===== config.mk =====
export PLATFORM = sky130hd
export DESIGN_NAME = kconv_back
export DESIGN_NICKNAME = d
export VERILOG_FILES = /design/src/hw/rtl/kconv_pkg.sv /design/src/hw/rtl/kconv_back.sv
export SDC_FILE = /design/constraint.sdc
export NUM_CORES = 2
export LEC_CHECK = 0
export BUFFER_PORTS_ARGS = -buffer_cell sky130_fd_sc_hd__buf_2
export CORE_MARGIN = 2
export CORE_UTILIZATION = 69
export DETAILED_ROUTE_END_ITERATION = 16
export PLACE_DENSITY = 0.95
export SYNTH_ARGS = -nofsm -noshare
export SYNTH_HDL_FRONTEND = slang
export SYNTH_SLANG_ARGS = --single-unit

===== constraint.sdc =====
create_clock -name clk -period 14.75 [get_ports clk]
set_clock_uncertainty 0.15 [all_clocks]
set_input_delay 1.475 -clock clk [delete_from_list [all_inputs] [get_ports clk]]
set_output_delay 1.475 -clock clk [all_outputs]
set_load 0.1 [all_outputs]

===== src/hw/rtl/kconv_pkg.sv =====
// Shared types and constants of the clamped 3x3 kernel convolution core.
package kconv_pkg;

	localparam int MAX_WIDTH    = 1024;
	localparam int MAX_CHANNELS = 4;
	localparam int COEFF_BITS   = 5;
	localparam int TAPS         = 9;

	localparam int PIX_W    = 8;
	localparam int WIDTH_W  = 11;
	localparam int HEIGHT_W = 16;
	localparam int CHAN_W   = 3;
	localparam int KERNEL_W = TAPS * COEFF_BITS;
	localparam int PEND_W   = 13;
	localparam int CFG_IDX_W = 2;

	localparam int XW     = $clog2(MAX_WIDTH);
	localparam int CW     = $clog2(MAX_CHANNELS);
	localparam int ADDR_W = XW + CW;
	localparam int BANK_DEPTH = MAX_WIDTH * MAX_CHANNELS;

	localparam int PROD_W = PIX_W + 1 + COEFF_BITS;
	localparam int SUM_W  = PROD_W + 4;

	localparam int FIFO_DEPTH = 4;
	localparam int FIFO_AW    = $clog2(FIFO_DEPTH);

	localparam int PIX_MAX = 255;
	localparam int BORDER  = 2;
	localparam int MIN_DIM = 3;

	localparam logic [WIDTH_W-1:0]  RST_WIDTH    = WIDTH_W'(MAX_WIDTH);
	localparam logic [HEIGHT_W-1:0] RST_HEIGHT   = 16'd480;
	localparam logic [CHAN_W-1:0]   RST_CHANNELS = 3'd1;
	localparam logic [KERNEL_W-1:0] RST_KERNEL   = 45'd34121365650465;

	typedef enum logic [CFG_IDX_W-1:0] {
		REG_WIDTH    = 2'd0,
		REG_HEIGHT   = 2'd1,
		REG_CHANNELS = 2'd2,
		REG_KERNEL   = 2'd3
	} kconv_reg_t;

	// Frame geometry, already limited to the supported range.
	typedef struct packed {
		logic [WIDTH_W-1:0]  width;
		logic [HEIGHT_W-1:0] height;
		logic [CHAN_W-1:0]   channels;
	} kconv_frame_cfg_t;

	// One classified item handed from the front to the back.
	typedef struct packed {
		logic [PIX_W-1:0] top;
		logic [PIX_W-1:0] mid;
		logic [PIX_W-1:0] bot;
		logic [CW-1:0]    chan;
		logic             emit;
		logic             interior;
		logic             last;
	} kconv_item_t;

endpackage


===== src/hw/rtl/kconv_back.sv =====
// Back end: per-channel 3x3 windows, tap products, sum, clamp and the output register.
module kconv_back
	import kconv_pkg::*;
(
	input  logic                clk,
	input  logic                arst_n,
	input  logic [KERNEL_W-1:0] kernel_coeffs,
	input  logic                avail,
	input  kconv_item_t         head,
	output logic                pop,
	output logic                out_valid,
	input  logic                out_ready,
	output logic [PIX_W-1:0]    result_value,
	output logic                end_of_frame
);

	logic [PIX_W-1:0] win_q [MAX_CHANNELS][3][3];

	logic                     valid_s1;
	logic signed [PROD_W-1:0] prod_s1 [3][3];
	logic [PIX_W-1:0]         center_s1;
	logic                     interior_s1;
	logic                     last_s1;

	logic                     valid_s2;
	logic signed [SUM_W-1:0]  rsum_s2 [3];
	logic [PIX_W-1:0]         center_s2;
	logic                     interior_s2;
	logic                     last_s2;

	logic                     out_valid_q;
	logic [PIX_W-1:0]         out_data_q;
	logic                     out_last_q;

	logic                        advance;
	logic [PIX_W-1:0]            nxt [3][3];
	logic signed [COEFF_BITS-1:0] tap [TAPS];
	logic signed [PROD_W-1:0]    prod [3][3];
	logic signed [SUM_W-1:0]     total;
	logic [PIX_W-1:0]            clamped;

	assign advance      = !out_valid_q || out_ready;
	assign pop          = advance && avail;
	assign out_valid    = out_valid_q;
	assign result_value = out_data_q;
	assign end_of_frame = out_last_q;

	// Window row 0 is two rows up, row 2 the current row; column 2 is the newest.
	always_comb begin
		for (int r = 0; r < 3; r++) begin
			nxt[r][0] = win_q[head.chan][r][1];
			nxt[r][1] = win_q[head.chan][r][2];
		end
		nxt[0][2] = head.top;
		nxt[1][2] = head.mid;
		nxt[2][2] = head.bot;
		for (int k = 0; k < TAPS; k++) begin
			tap[k] = kernel_coeffs[k*COEFF_BITS +: COEFF_BITS];
		end
		// True convolution: the tap for offset (i,j) meets the pixel at (x-i, y-j).
		for (int r = 0; r < 3; r++) begin
			for (int q = 0; q < 3; q++) begin
				prod[r][q] = $signed({1'b0, nxt[r][q]}) * tap[(2-q)*3 + (2-r)];
			end
		end
	end

	always_ff @(posedge clk or negedge arst_n) begin
		if (!arst_n) begin
			for (int c = 0; c < MAX_CHANNELS; c++) begin
				for (int r = 0; r < 3; r++) begin
					for (int q = 0; q < 3; q++) begin
						win_q[c][r][q] <= '0;
					end
				end
			end
		end else if (pop) begin
			for (int r = 0; r < 3; r++) begin
				for (int q = 0; q < 3; q++) begin
					win_q[head.chan][r][q] <= nxt[r][q];
				end
			end
		end
	end

	always_ff @(posedge clk or negedge arst_n) begin
		if (!arst_n) begin
			valid_s1    <= 1'b0;
			valid_s2    <= 1'b0;
			out_valid_q <= 1'b0;
		end else if (advance) begin
			valid_s1    <= pop && head.emit;
			valid_s2    <= valid_s1;
			out_valid_q <= valid_s2;
		end
	end

	always_ff @(posedge clk) begin
		if (advance) begin
			prod_s1     <= prod;
			center_s1   <= nxt[1][1];
			interior_s1 <= head.interior;
			last_s1     <= head.last;
			for (int r = 0; r < 3; r++) begin
				rsum_s2[r] <= SUM_W'(prod_s1[r][0]) + SUM_W'(prod_s1[r][1])
					+ SUM_W'(prod_s1[r][2]);
			end
			center_s2   <= center_s1;
			interior_s2 <= interior_s1;
			last_s2     <= last_s1;
			out_data_q  <= interior_s2 ? clamped : center_s2;
			out_last_q  <= last_s2;
		end
	end

	always_comb begin
		total = rsum_s2[0] + rsum_s2[1] + rsum_s2[2];
		if (total < 0) begin
			clamped = '0;
		end else if (total > SUM_W'(PIX_MAX)) begin
			clamped = PIX_W'(PIX_MAX);
		end else begin
			clamped = total[PIX_W-1:0];
		end
	end

endmodule


==> results.json <==
{
  "clockBufferDepth": 3,
  "die_area_sq_um": 45100,
  "rsz0062_at_grt": "no",
  "yosysSeqAreaShare_pct": 36.6,
  "worstSkewPairLatency_ns": 0.59,
  "gp_congestion": 0.922,
  "port_buffers": 88,
  "cts_root_buf": "clkbuf_16",
  "synth_area_leaders": "edfxtp_1 (20%), dfrtp_1 (16%), fa_1 (16%), ha_1 (13%), mux2_2 (7.3%)",
  "wl_met2_um": 36800,
  "hold_buffers": 0,
  "worst_setup_path_end_kind": "flop",
  "maxSlewViolCount": 0,
  "wl_met1_um": 26300,
  "grt_pass1_wl_um": 116000,
  "row_count": 76,
  "cts_max_level": 2,
  "finalWirelength_um": 72300,
  "async_reset_ff_share_pct": 49.0,
  "clk_pin_slew_worst_paths_ns": 0.06,
  "criticalPathCategory": "input pin to flop",
  "setup_violations": 0,
  "antenna_found_initial": 3,
  "hold_viol": 0,
  "drt_iter0_drc": 1619,
  "grt_use_total_pct": 33.4,
  "layout.nets": 3286,
  "synth_fp_nets": 3187,
  "ant_nets": 0,
  "cts_resized": 0,
  "synth-seq-cells": 398,
  "tns_ns": 0,
  "worstHoldPathType": "flop to flop",
  "cts_tree": "done",
  "areaGrowthSynthToFinish_pct": 8.27,
  "drv_cap": 0,
  "required_ns": 14.94,
  "synth-edff-count": 203,
  "wl_met3_um": 5160,
  "post_drt_wl_per_cell_um": 22.0,
  "fin_crit_ns": 7.13,
  "cts_buffers": 43,
  "synth_area_sq_um": 30000,
  "post-dp-hpwl_um": 51600,
  "worst_pin_slew_ns": 1.29,
  "syn_inst": 2566,
  "grt_start_max_net_pins": 118,
  "grt_overflow_total": 0,
  "top_layer_used": "met5",
  "status": "complete, no violations",
  "vias_per_cell": 6.22,
  "drtPass1Iterations": 8,
  "synth_top_area_cell": "edfxtp_1",
  "crit_path_max_fanout": 27,
  "cts.sinks": 398,
  "yosysUniqueCellTypes": 69,
  "max_slew_margin_pct": 14.2,
  "drcViolationCount": 0,
  "ys_warn_count": 0,
  "layout-drive-gt1-share_pct": 15.7,
  "ys.flop_type": "edfxtp_1",
  "fin_crit_sh_pct": 48.3,
  "startpoint_type": "input pin",
  "layout_commonest_cell": "inv_1",
  "vias": 20440,
  "start_util_pct": 69.7,
  "num_io_pins": 89,
  "syn_area_per_cell_sq_um": 11.7,
  "max_freq_mhz": 140,
  "fp.coreArea_sq_um": 43000,
  "synth.top_cell.area_share_pct": 20.3,
  "layout_common_cells": "inv_1 (388), ha_1 (310), fa_1 (233)",
  "cp.arrival_ns": 7.31,
  "die_w_um": 212,
  "first_global_vias": 22331,
  "fillers": 2399,
  "post-cts-setup-buffers": 0,
  "die-height_um": 212
}
-- layout make-up --
type,count,area (sq um),share of cell area [%]
Tap cell,585,732,2.26
Multi-Input combinational cell,1735,17400,53.6
Sequential cell,398,11000,33.8
Timing Repair Buffer,98,527,1.62
Inverter,389,1460,4.50
Clock buffer,64,1250,3.84
Clock inverter,16,124,0.382
Antenna cell,1,2.50,0.00771
-- final timing paths --
path	startpoint	to	slack, ns	cells after the start
setup / recovery	head[3]	prod_s1[111]	7.62	18
hold / removal	last_s2	end_of_frame	0.27	0
setup reg to reg	win_q[24]	prod_s1[69]	9.03	15
hold reg to reg	last_s2	end_of_frame	0.27	0
max in group asynchronous	arst_n	win_q[253]	12.11	2
min in group asynchronous	arst_n	valid_s2	0.81	1
-- flip-flops by register name, indices dropped and copies added, names as in the netlist, 8 cells and up --
| signal | cells |
|---|---|
| result_value | 8 |
| win_q | 192 |
| center_s2 | 8 |
| prod_s1 | 126 |
| rsum_s2 | 48 |
| center_s1 | 8 |
-- layer usage --
metal | track usage, % | vias to the layer above
li1 | - | 8867
met1 | 40.1 | 10227
met2 | 57.4 | 1050
met3 | 5.95 | 294
met4 | 18.4 | 2
met5 | 0 | -
-- synthesized netlist by cell type, drive strengths merged, types with 4 or more instances --
cell / number
a21oi: 69
clkbuf: 27
xnor2: 72
xor2: 15
or2: 5
inv: 388
nand4b: 7
and3: 5
a211oi: 5
nor2b: 25
a211o: 6
o311ai: 4
nand2: 173
nor2: 99
edfxtp: 203
dfrtp: 195
nand3: 14
mux2i: 6
nor3: 22
fa: 233
nand3b: 5
ha: 310
mux4: 48
nand2b: 64
buf: 17
a221o: 5
a21boi: 23
o21ai: 83
and2: 174
a21o: 15
mux2: 193
a31oi: 8
a2111oi: 4
-- kinds of logic (layout without fill, tap and decap cells) --
group           Yosys count  after routing  synth area share [%]
buf+inv                 433            567                  5.47
other cells               0              1                     0
simple gates            601            601                  10.3
flops                   398            398                  36.6
compound gates          257            257                  5.47
fa+ha+maj               543            543                  28.5
xor+xnor                 87             87                  2.54
mux                     247            247                  11.1
-- per-stage QoR --
step,hold WS (ns),cells,cell area [sq um],utilization (%),setup WS (ns)
2_1_floorplan,0.250,2566,30000,-,5.14
3_3_place_gp,0.254,3205,31100,72.3,7.44
3_5_place_dp,0.255,3205,31100,72.3,7.18
4_1_cts,0.271,3285,32400,75.5,7.74
5_1_grt,0.271,3286,32400,75.5,7.35
6_report,0.272,3286,32400,75.5,7.62
-- worst max-delay path, stage by stage --
cell,delay [ns]
buf_4,0.45
buf_4,0.56
mux4_2,0.70
and2_1,0.24
fa_1,0.52
inv_1,0.06
fa_1,0.57
fa_1,0.46
fa_1,0.43
nor2b_1,0.13
o21ai_0,0.11
a21boi_0,0.31
o21ai_0,0.17
a21boi_0,0.26
o21ai_0,0.16
a21boi_0,0.36
mux2i_1,0.23
nand2_1,0.07
Power is not shown: default switching activity piles up to over one toggle a cycle in this logic, so the estimate is an artifact.
